[config.mk]
export PLATFORM = sky130hd
export DESIGN_NAME = frdr_div
export DESIGN_NICKNAME = d
export VERILOG_FILES = /design/src/hdl/frdr_div.sv
export SDC_FILE = /design/constraint.sdc
export NUM_CORES = 2
export LEC_CHECK = 0
export BUFFER_PORTS_ARGS = -buffer_cell sky130_fd_sc_hd__buf_2
export CORE_ASPECT_RATIO = 0.7
export CORE_UTILIZATION = 55
export DETAILED_ROUTE_END_ITERATION = 10
export GPL_ROUTABILITY_DRIVEN = 1
export PLACE_DENSITY_LB_ADDON = 0.05
export SLEW_MARGIN = 30
export SYNTH_ARGS = -nofsm -noshare
export SYNTH_HDL_FRONTEND = slang
export SYNTH_SLANG_ARGS = --single-unit
[constraint.sdc]
create_clock -name clk -period 3.7 [get_ports clk]
set_input_delay 0.74 -clock clk [delete_from_list [all_inputs] [get_ports clk]]
set_output_delay 0.74 -clock clk [all_outputs]
set_load 0.03 [all_outputs]
[src/hdl/frdr_div.sv]
// Pipelined restoring divider: quotient = floor(num * 2^(D_W-1) / den), num <= den.
// Stand-alone; one quotient bit per register stage, side payload in lockstep.
module frdr_div #(
	parameter int D_W    = 32,
	parameter int SIDE_W = 1
) (
	input  logic              clk,
	input  logic              arst_n,
	input  logic              en,
	input  logic              in_valid,
	input  logic [D_W-1:0]    num,
	input  logic [D_W-1:0]    den,
	input  logic [SIDE_W-1:0] in_side,
	output logic              out_valid,
	output logic [D_W-1:0]    quot,
	output logic [SIDE_W-1:0] out_side
);
	logic [D_W-1:0]    den_s  [D_W];
	logic [D_W-1:0]    rem_s  [D_W];
	logic [D_W-1:0]    quot_s [D_W];
	logic [SIDE_W-1:0] side_s [D_W];
	logic              vld_s  [D_W];

	for (genvar g = 0; g < D_W; g++) begin : g_stage
		logic [D_W-1:0]    den_in;
		logic [D_W-1:0]    quot_in;
		logic [SIDE_W-1:0] side_in;
		logic              v_in;
		logic [D_W:0]      sh;
		logic [D_W:0]      diff;
		logic              ge;

		if (g == 0) begin : g_first
			assign den_in  = den;
			assign quot_in = '0;
			assign side_in = in_side;
			assign v_in    = in_valid;
			assign sh      = {1'b0, num};
		end else begin : g_next
			assign den_in  = den_s[g-1];
			assign quot_in = quot_s[g-1];
			assign side_in = side_s[g-1];
			assign v_in    = vld_s[g-1];
			assign sh      = {rem_s[g-1], 1'b0};
		end

		// Compare the partial remainder with the denominator and subtract on success.
		assign diff = sh - {1'b0, den_in};
		assign ge   = (sh >= {1'b0, den_in});

		always_ff @(posedge clk or negedge arst_n) begin
			if (!arst_n) begin
				vld_s[g] <= 1'b0;
			end else if (en) begin
				vld_s[g] <= v_in;
			end
		end

		always_ff @(posedge clk) begin
			if (en) begin
				den_s[g]  <= den_in;
				rem_s[g]  <= ge ? diff[D_W-1:0] : sh[D_W-1:0];
				quot_s[g] <= {quot_in[D_W-2:0], ge};
				side_s[g] <= side_in;
			end
		end
	end

	assign out_valid = vld_s[D_W-1];
	assign quot      = quot_s[D_W-1];
	assign out_side  = side_s[D_W-1];

endmodule

== Yosys cells after proc, flatten, opt, wreduce, memory -nomap -nowiden ==
Memory sizes are Yosys's and may differ from the RTL's.
Cells that the tools add are included.

* $add $sub $neg: 32
* $lt $le $gt $ge: 32
* Mux-type cells: 34

{| class="wikitable"
|+ Operator list
! cell !! count
|-
| two-way mux 32 bit || 32
|-
| subtractor 32 bit || 32
|-
| greater-or-equal comparator 33 x 32 -> 1 bit || 31
|-
| greater-or-equal comparator 32 bit || 1
|-
| two-way mux 1 bit || 2
|}

* Register bits: 32
* Bits in writable memories: 3104
* Output and inout bits: 34
* Logic and storage cells: 134
* Memories: 4

{| class="wikitable"
|+ Memories
! memory !! words !! width !! rd ports !! clocked after Yosys merged registers in !! wr ports !! line !! source
|-
| den_s || 32 || 32 || 31 || 0 || 32 || 18 || <nowiki>logic [D_W-1:0] den_s [D_W];</nowiki>
|-
| quot_s || 32 || 32 || 32 || 0 || 32 || 20 || <nowiki>logic [D_W-1:0] quot_s [D_W];</nowiki>
|-
| rem_s || 32 || 32 || 31 || 0 || 32 || 19 || <nowiki>logic [D_W-1:0] rem_s [D_W];</nowiki>
|-
| side_s || 32 || 1 || 32 || 0 || 32 || 21 || <nowiki>logic [SIDE_W-1:0] side_s [D_W];</nowiki>
|}

== Longest topological paths before layout ==
An unclocked memory read counts as a cell.

* Word-level depth: 3
* Depth in mapped cells: 15

== Least setup slack after synthesis ==
OpenSTA, ideal clock, no wires.

* Path kind: input to register
* Start point: input num[0]
* End point: memory rem_s[0][10], data pin
* Arrival: 3.380 ns
* Data required time: 3.440 ns
* Setup slack: 0.060 ns
* Stages on the path: 15
* Path buffers: 1
* Path through: inv_1 > ha_1 > fa_1 > nor2b_1 > o21ai_0 > a21oi_1 > o41a_1 > a21oi_1 > o21a_1 > nor2_1 > a211o_1 > nand2_1 > inv_1 > clkbuf_1 > mux2_2

{| class="wikitable"
|+ RTL lines
! what !! line !! source
|-
| from (decl) || 11 || <nowiki>input logic [D_W-1:0] num,</nowiki>
|-
| to (decl) || 19 ||
|}

==> out/qor.yml <==
outcome: "finished, violations left"
failed_checks: "negative setup slack"
fin_nets: 14300
place_area_um2: 152000
syn2layout_area_growth_pct: 12.8
drt-total-wl_um: 347000
powerDensity_nw_per_um2: 906
setup_viol: 1
synth-edff-count: 2544
worstPathCellList: "inv_1 > fa_1 > nor2b_1 > o21ai_0 > a21oi_2 > o21ai_0 > a21oi_1 > o2111ai_1 > a2111oi_2 > buf_4 > o22ai_1 > xnor2_1 > a21oi_1"
finalMaxSlewViolations: 0
reg2reg_from: "rem_s[0][352]"
setup_tns_ps: -13.6
grt_pass1_wl_um: 536000
port_buffers: 102
fp.dieH_um: 429
synth_seq_cells: 2576
core_um2: 259000
synth_cell_types: 100
min_path_cells: 1
initial_utilization_pct: 55.4
fin_ws_ps: -13.6
r2r_end: "rem_s[0][414]"
avgViaCountPerCell: 5.82
drtAntennaViolNets: 0
fin_skew_ps: 45.2
synth_nets: 13600
synthCells: 12500
hold_ws_ps: 68.3
antenna_found_initial: 7
hold_end: "den_s[0][7]"
grt_use_total_pct: 25.8
hpwl_um: 261000
critPathSlowestCell: "a2111oi_2"
fmax_mhz: 269
drive_above_1_share_pct: 13.3
final-hold-violation-count: 0
holdCritStartpoint: "den[7]"
cp_data_required_time_ps: 4300
worstMarginPinSlew_ps: 814
layout_commonest_cell: "edfxtp_1"
grt_pass1_vias: 93300
arrival_ps: 4320
critPathCaptureType: "register"
numCtsBuffers: 269
synth_ff_type: "edfxtp_1"
worstPathMaxFanout: 4
maxCapViolations: 0
worst_setup_path_start_kind: "register"
clkSinkCount: 2576
total_power_mw: 146
final_cell_mix: "edfxtp_1 (2,544), inv_1 (1,317), a21oi_1 (1,198)"
ir_worst_vdd_mv: 0.511
boundaryPins: 103
fin_cells: 16800
rows: 156
synth-async-reset-ratio_pct: 1.24
slew_headroom_pct: 44.3
place_congestion: 0.944
reg2reg_slack_ps: -10
firstDrtPassIters: 8
cts.path.max_buffers: 4
n_fill_cell: 20400
clkTransAtPathRegs_ps: 70
synth_warnings: 0
rr_worst_depth: 13
dp.cells: 16300
dieWidth_um: 612
dieArea_um2: 263000
cts_root_buf: "clkbuf_16"
fin_util_pct: 62.5
p_leak_nw: 66.3
cts_tree: "yes"
grt_overflow: 0
syn_area_per_cell_um2: 11.4
hold_class: "input pin to register"
postLayoutCellArea_um2: 162000
clock_latency_ps: 860
grt_start_max_net_pins: 119
worstSetupPathType: "register to register"
drc: 0
wire_per_inst_um: 20.6
ys_seq_area_share_pct: 53.9
drt_iter0_markers: 8730
max_stage_delay_ps: 560
min_period_ps: 3710
dp_slack_ps: -233
synth_area_um2: 143000
post-route-period-util_pct: 100
vias: 97900
htree_levels: 5
[synth_stat cells, drive strengths merged (94+ instances only)]
cell    count  share of area (%)
a21o      472                2.5
xor2      295                1.8
edfxtp   2544                 53
nand2     634                1.7
a21oi    1214                4.2
nand2b    116               0.51
o21bai    131               0.69
nand4     153               0.67
nand3     210               0.73
nor2      820                2.1
clkbuf    232               0.61
a31oi     117               0.52
nor2b     159               0.69
inv      1318                3.5
o21a      139               0.73
xnor2     534                3.3
o21ai     616                2.2
and3       94               0.41
nor3      130               0.46
ha       1023                8.9
mux2      500                3.9
[kinds of logic (layout without fill, tap and decap cells)]
group | count (synthesis) | after routing | share of synthesized area [%]
multiplexers | 535 | 535 | 4.18
adder cells (fa/ha/maj) | 1054 | 1054 | 9.37
AO/OA/AOI/OAI | 3275 | 3275 | 14.4
XOR/XNOR | 829 | 829 | 5.07
other | 0 | 4 | 0
buffers and inverters | 1626 | 2467 | 4.34
flip-flops | 2576 | 2576 | 53.9
AND/OR/NAND/NOR | 2623 | 2623 | 8.80
[state kept, by name (all words and copies together), names as in the netlist]
signal,cells
den_s,992
quot_s,528
rem_s,992
side_s,32
g_stage.v_in,31
out_valid,1
[report_power, final]
group / switching, mW / internal, mW
Sequential: 5.35 / 43.4
Combinational: 38.3 / 32.0
Clock: 11.4 / 15.9
[worst max-delay path, delay by kind of cell, from the launching register on]
kind | cells | cell delay [ps]
AND/OR/NAND/NOR | 1 | 120
adder cells (fa/ha/maj) | 1 | 470
AO/OA/AOI/OAI | 8 | 2110
buffers and inverters | 2 | 280
flip-flops | 1 | 370
XOR/XNOR | 1 | 140
[cell type report]
class	count	area [um^2]	area share, %
multi-input combinational	8316	60500	37.5
sequential	2576	77200	47.8
clock buffer	313	7120	4.41
inverter	1318	4950	3.06
tap	3476	4350	2.69
timing repair buffer	687	5800	3.59
clock inverter	149	1620	1.00
antenna	4	10.0	0.00620
[what timing repair did]
action | CTS | global route
endpoints found under the setup margin | 54 | 475
endpoints found under the hold margin | 32 | 0
hold buffers | 1 | 0
pin swaps | 0 | 22
buffers inserted | 0 | 24
resized for setup | 9 | 109
cloned | 0 | 7
[worst max path at each step]
stage | end | slack, ps | cells past startpoint | start
finish | rem_s[0][414] | -10 | 13 | rem_s[0][352]
global route | rem_s[0][414] | -40 | 13 | rem_s[0][352]
CTS | rem_s[1][190] | 1 | 14 | rem_s[1][128]
detailed placement | rem_s[0][302] | -230 | 13 | rem_s[0][256]
global placement | rem_s[0][28] | -280 | 15 | num[0]
floorplan | rem_s[0][10] | 60 | 15 | num[0]
[metal layers]
metal	wire [um]	share of wire, %	global-route usage, %
met1	163000	47	38.4
met2	154000	44	39.6
met3	22200	6.4	4.15
met4	7820	2.3	5.94
met5	13	0.0037	0
(Power assumes the default switching activity.)
