<file path="src/hdl/frdr_sqrt.sv">
// Pipelined integer square root, one result bit per register stage.
// Stand-alone; the side payload is passed through in lockstep.
module frdr_sqrt #(
	parameter int ROOT_W = 31,
	parameter int SIDE_W = 1
) (
	input  logic                clk,
	input  logic                arst_n,
	input  logic                en,
	input  logic                in_valid,
	input  logic [2*ROOT_W-1:0] radicand,
	input  logic [SIDE_W-1:0]   in_side,
	output logic                out_valid,
	output logic [ROOT_W-1:0]   root,
	output logic [SIDE_W-1:0]   out_side
);
	localparam int X_W   = 2 * ROOT_W;
	localparam int REM_W = ROOT_W + 3;

	logic [X_W-1:0]    x_s    [ROOT_W];
	logic [REM_W-1:0]  rem_s  [ROOT_W];
	logic [ROOT_W-1:0] root_s [ROOT_W];
	logic [SIDE_W-1:0] side_s [ROOT_W];
	logic              vld_s  [ROOT_W];

	for (genvar g = 0; g < ROOT_W; g++) begin : g_stage
		logic [X_W-1:0]    x_in;
		logic [REM_W-1:0]  rem_in;
		logic [ROOT_W-1:0] root_in;
		logic [SIDE_W-1:0] side_in;
		logic              v_in;
		logic [REM_W-1:0]  shifted;
		logic [REM_W-1:0]  trial;
		logic              ge;

		if (g == 0) begin : g_first
			assign x_in    = radicand;
			assign rem_in  = '0;
			assign root_in = '0;
			assign side_in = in_side;
			assign v_in    = in_valid;
		end else begin : g_next
			assign x_in    = x_s[g-1];
			assign rem_in  = rem_s[g-1];
			assign root_in = root_s[g-1];
			assign side_in = side_s[g-1];
			assign v_in    = vld_s[g-1];
		end

		// Bring down the next pair of radicand bits and try the next root bit.
		assign shifted = {rem_in[REM_W-3:0], x_in[X_W-2-2*g +: 2]};
		assign trial   = {1'b0, root_in, 2'b01};
		assign ge      = (shifted >= trial);

		always_ff @(posedge clk or negedge arst_n) begin
			if (!arst_n) begin
				vld_s[g] <= 1'b0;
			end else if (en) begin
				vld_s[g] <= v_in;
			end
		end

		always_ff @(posedge clk) begin
			if (en) begin
				x_s[g]    <= x_in;
				rem_s[g]  <= ge ? (shifted - trial) : shifted;
				root_s[g] <= {root_in[ROOT_W-2:0], ge};
				side_s[g] <= side_in;
			end
		end
	end

	assign out_valid = vld_s[ROOT_W-1];
	assign root      = root_s[ROOT_W-1];
	assign out_side  = side_s[ROOT_W-1];

endmodule

</file>
<file path="config.mk">
export PLATFORM = sky130hd
export DESIGN_NAME = frdr_sqrt
export DESIGN_NICKNAME = d
export VERILOG_FILES = /design/src/hdl/frdr_sqrt.sv
export SDC_FILE = /design/constraint.sdc
export NUM_CORES = 2
export LEC_CHECK = 0
export BUFFER_PORTS_ARGS = -buffer_cell sky130_fd_sc_hd__clkbuf_2
export CORE_UTILIZATION = 30
export DETAILED_ROUTE_END_ITERATION = 6
export SYNTH_ARGS = -nofsm -noshare
export SYNTH_HDL_FRONTEND = slang
export SYNTH_SLANG_ARGS = --single-unit
</file>
<file path="constraint.sdc">
create_clock -name clk -period 3.04 [get_ports clk]
set_input_delay 0 -clock clk [delete_from_list [all_inputs] [get_ports clk]]
set_output_delay 0 -clock clk [all_outputs]
set_load 0.02 [all_outputs]
</file>
## Yosys cells after proc, flatten, opt, wreduce, memory -nomap -nowiden

Memory sizes are Yosys's and may differ from the RTL's.
Index checks and enable logic that the tools add are counted.

- Bits in registers: 31
- Bits in writable memories: 3968
- Logic and storage cells: 130
- Memories: 4

- Add/subtract/negate cells: 31
- Magnitude comparators: 31
- Multiplexer cells: 33

Memory list:

| name | depth | width | rd ports | clocked after Yosys merged registers in | wr ports | RTL line | source |
|---|---|---|---|---|---|---|---|
| x_s | 31 | 62 | 30 | 0 | 31 | 20 | `logic [X_W-1:0] x_s [ROOT_W];` |
| rem_s | 31 | 34 | 30 | 0 | 31 | 21 | `logic [REM_W-1:0] rem_s [ROOT_W];` |
| root_s | 31 | 31 | 31 | 0 | 31 | 22 | `logic [ROOT_W-1:0] root_s [ROOT_W];` |
| side_s | 31 | 1 | 31 | 0 | 31 | 23 | `logic [SIDE_W-1:0] side_s [ROOT_W];` |

Operators by type and width:

| kind | count |
|---|---|
| 2-to-1 mux 34 bit | 31 |
| greater-or-equal comparator 34 x 33 -> 1 bit | 30 |
| subtractor 34 x 33 -> 34 bit | 30 |
| subtractor 2 x 1 -> 3 bit, second input constant | 1 |
| greater-or-equal comparator 2 x 1 -> 1 bit, second input constant | 1 |
| 2-to-1 mux 1 bit | 2 |

## Logic depth before layout (Yosys ltp)

An unclocked memory read counts as a cell.

- Word-level depth: 3
- Depth in mapped cells: 15

## Worst setup path before layout

No wires, ideal clock.

- Path type: register to register
- From: memory rem_s[23][13] (netlist bit)
- To: memory rem_s[24][18] (netlist bit), data pin
- Arrival time: 2.931 ns
- Data required time: 2.780 ns
- Path slack: -0.151 ns
- Cell stages (with the launch flop): 11
- Period minus slack after synthesis: 3.191 ns
- Cell sequence: edfxtp_1 -> ha_1 -> and4_1 -> and3_1 -> a221oi_1 -> o31a_1 -> o21a_1 -> a21oi_1 -> nor3_1 -> clkbuf_1 -> mux2_2

RTL lines:

| what | RTL line |
|---|---|
| start: declaration | 21 |

==> metrics.md <==
| Metric | Value |
|---|---|
| YS warnings | `0` |
| Xor and xnor fraction of the mapped netlist area | `around 6%` |
| CTS clock-pin slew for the worst setup and hold paths | `0.06 ns` |
| Clk_lat worst skew | `around 0.90 ns` |
| Starting Density | `between 30% and 40%` |
| DRC violations left | `0` |
| Synth area leaders | `edfxtp_1, ha_1, xnor2_1, xor2_1, a21oi_1` |
| Post-layout util | `slightly below 40%` |
| TritonCTS clock tree | `built` |
| Number of synthesized flops with an enable pin | `between 2000 and 2500` |
| Violated checks | `negative setup slack` |
| Critical Path Fanout Max | `7` |
| Area grow syn2layout | `28.1%` |
| Mux cell area share after synthesis | `less than 1%` |
| Pleak | `55.0 nW` |
| Gpl congestion | `around 0.95` |
| Final Hold Fails | `0` |
| Final setup viols | `84` |
| Initial DRC Count | `between 4000 and 5000` |
| Sum Neg Setup Slack | `-4.42 ns` |
| Number of nets with antenna violations after routing | `0` |
| Outcome | `complete, but fails checks` |
| Crit path DAT | `3.80 ns` |
| Yosys top cell area share | `between 60 and 70%` |
| Commonest cells post-synth | `edfxtp_1, inv_1, a21oi_1` |
| Mean Syn Cell Area | `13.0 µm²` |
| Hold Path Class | `primary input to asynchronous set/reset pin` |
| Dpl hpwl | `164000 µm` |
| Count leader, synth | `edfxtp_1` |
| TritonCTS Buffers | `roughly 280` |
| Worst EP required | `approximately 3.7 ns` |
| Layout cells sized above 1 | `24.6%` |
| Initial antenna violation count | `3` |
| Die Y | `611 µm` |
| Mapped Nets | `about 9200` |
| Worst Slack Setup Final | `-0.129 ns` |
| Drt wl/cell | `15.6 µm` |
| Synth Area in Compound Gates | `about a tenth` |
| Final Net Count | `approximately 11000` |
| H-tree Lvls | `5` |
| Max Cap Violations | `0` |
| Root buf cell | `clkbuf_16` |
| Clk sink count | `between 2000 and 2500` |
| Row count | `roughly 220` |
| Synthesized area | `roughly 0.11 mm²` |
| Worst Setup End Kind | `register` |
| Adder-Cell Fraction of Synth Area | `a little under 6%` |
| DIE WIDTH | `611 µm` |
| CP startpoint kind | `register` |
| Prevailing post-synth register cell | `edfxtp_1` |
| Vias in the first global route | `72600` |
| Max frequency | `approximately 320 MHz` |
| 1st-pass router iterations | `6` |
| FILL cells | `about 34000` |
| #FFs+latches synth | `roughly 2400` |
| Largest net degree at the start of global routing | `approximately 120` |
| RSZ-0062 raised after global routing | `true` |
| Post-Synth Simple-Gate Area | `9.80%` |
| Clk buf depth | `4` |
| Fin crit period | `~3.2 ns` |
| Synth cell types | `between 100 and 150` |
| Ports | `100` |
| Seq/Total Area, Yosys | `64.6%` |
| Ys async rst share | `under 10%` |
| Largest family of logic cells by synthesized area | `simple AND/OR/NAND/NOR gates` |
| Max Clock Skew | `around 0.084 ns` |
| PwrDens | `slightly above 700 mW/mm²` |
| Total power | `about 100 mW` |
| Global-route wire length before repair | `~370000 µm` |
| Gr ovfl total | `0` |
| Critical path class | `register to register` |
| Largest area contributor in the netlist | `edfxtp_1` |
| Peak supply drop | `roughly 470 µV` |
| IO Port Bufs | `just under 100` |
| Total routed wirelength | `around 240000 µm` |
| DR vias/cell | `around 4.7` |
| Core ar. | `between 0.3 and 0.4 mm²` |
| Worst-Margin Slew | `approximately 0.97 ns` |
| Final worst path period share | `104%` |
| Mapped Cells | `approximately 8600` |
| Die ar. | `0.373 mm²` |
| Global Route Usage Sum | `roughly 12%` |
| Routed via count | `approximately 70000` |
| Pins Over Slew Limit | `0` |
| Slew HR | `34.5%` |
[stage by stage]
step | cells | hold WS (ns) | worst slack [ns] | area [µm²]
2_1_floorplan | 8584 | -0.296 | -0.0118 | 111000
3_3_place_gp | 14500 | 0.0735 | -0.449 | 126000
3_5_place_dp | 14500 | 0.109 | -0.545 | 126000
4_1_cts | 15200 | 0.0867 | -0.162 | 138000
5_1_grt | 15300 | 0.151 | -0.202 | 143000
6_report | 15300 | 0.167 | -0.129 | 143000
[kinds of logic after synthesis]
group / Yosys count
flip-flops: 2401
AND/OR/NAND/NOR: 2199
AO/OA/AOI/OAI: 1741
buffers and inverters: 850
XOR/XNOR: 766
adder cells (fa/ha/maj): 528
multiplexers: 98
other: 1
[report_power, final]
group          switching (mW)  internal, mW  leakage (nW)  total, mW
Combinational            13.1          11.7          27.3       24.8
Clock                    13.4          19.8          4.44       33.2
Sequential               2.72          41.9          23.2       44.6
Total                    29.2          73.4          55.0        103
[cell usage in the layout (no fill, tap or decap), types with 52 or more instances in the layout]
| master | n |
|---|---|
| nor3_1 | 155 |
| edfxtp_1 | 2370 |
| nor2_1 | 494 |
| o21ai_0 | 329 |
| or3_1 | 88 |
| ha_1 | 454 |
| dlygate4sd3_1 | 133 |
| clkbuf_2 | 99 |
| buf_12 | 59 |
| nand2_1 | 519 |
| buf_4 | 1114 |
| a21oi_2 | 59 |
| nor4_1 | 69 |
| clkbuf_16 | 301 |
| mux2_2 | 85 |
| clkinv_2 | 52 |
| inv_1 | 638 |
| ha_4 | 60 |
| nand3_1 | 154 |
| nand4_1 | 94 |
| o21ai_1 | 61 |
| xor2_1 | 346 |
| a21o_1 | 211 |
| xnor2_1 | 412 |
| a21oi_1 | 486 |
| o21ai_2 | 57 |
| nand2b_1 | 88 |
| nor2b_1 | 56 |
| o21a_1 | 88 |
[layer usage]
metal | share of wire (%) | track usage (%) | wire length [µm]
met2 | 51 | 22.0 | 122000
met4 | 5.3 | 5.92 | 12600
met3 | 4.1 | 1.97 | 9930
met5 | 0 | 0 | 0
met1 | 40 | 13.6 | 95300
[timing repair]
action / 4_1_cts / 5_1_grt
endpoints found under the setup margin: 485 / 635
hold endpoints to repair: 680 / 0
resized for setup: 343 / 623
hold buffers: 134 / 0
pin swaps: 99 / 262
gates cloned: 11 / 16
setup buffers: 56 / 161
[critical path, stage by stage, from the launching register on]
cell and delay [ns]:
edfxtp_1 0.44, ha_4 0.27, nor2b_4 0.12, o31a_1 0.26
o31a_1 0.33, o31ai_4 0.30, o21ba_4 0.20, o211ai_1 0.20
a31oi_4 0.23, buf_12 0.16, buf_12 0.11, clkbuf_16 0.15
buf_6 0.09, o21ai_2 0.04
[area by class of cell]
type / count / area, µm² / share of cell area [%]
sequential: 2401 / 71900 / 50.5
multi-input combinational: 5334 / 40300 / 28.3
timing repair buffer: 1479 / 12500 / 8.78
clock buffer: 337 / 7450 / 5.23
tap: 4950 / 6190 / 4.34
inverter: 668 / 2510 / 1.76
clock inverter: 167 / 1660 / 1.16
antenna: 4 / 10.0 / 0.00702
[path summary, 6_finish.rpt]
path | from | to | slack, ns | depth (start not counted)
setup reg to reg | rem_s[26][0] | rem_s[27][21] | -0.13 | 13
hold reg to reg | x_s[16][9] | x_s[17][9] | 0.35 | 0
min in group clk | en | g_stage[30].v_in | 0.28 | 3
max in group asynchronous | arst_n | g_stage[16].v_in | 2.68 | 4
setup / recovery | rem_s[26][0] | rem_s[27][21] | -0.13 | 13
hold / removal | arst_n | g_stage[26].v_in | 0.17 | 4
[flip-flops by register name (all words and copies together) (netlist names)]
register and flops:
x_s 930, side_s 31, root_s 496, rem_s 913, out_valid 1, g_stage.v_in 30
Power figures use the tool's default switching activity.
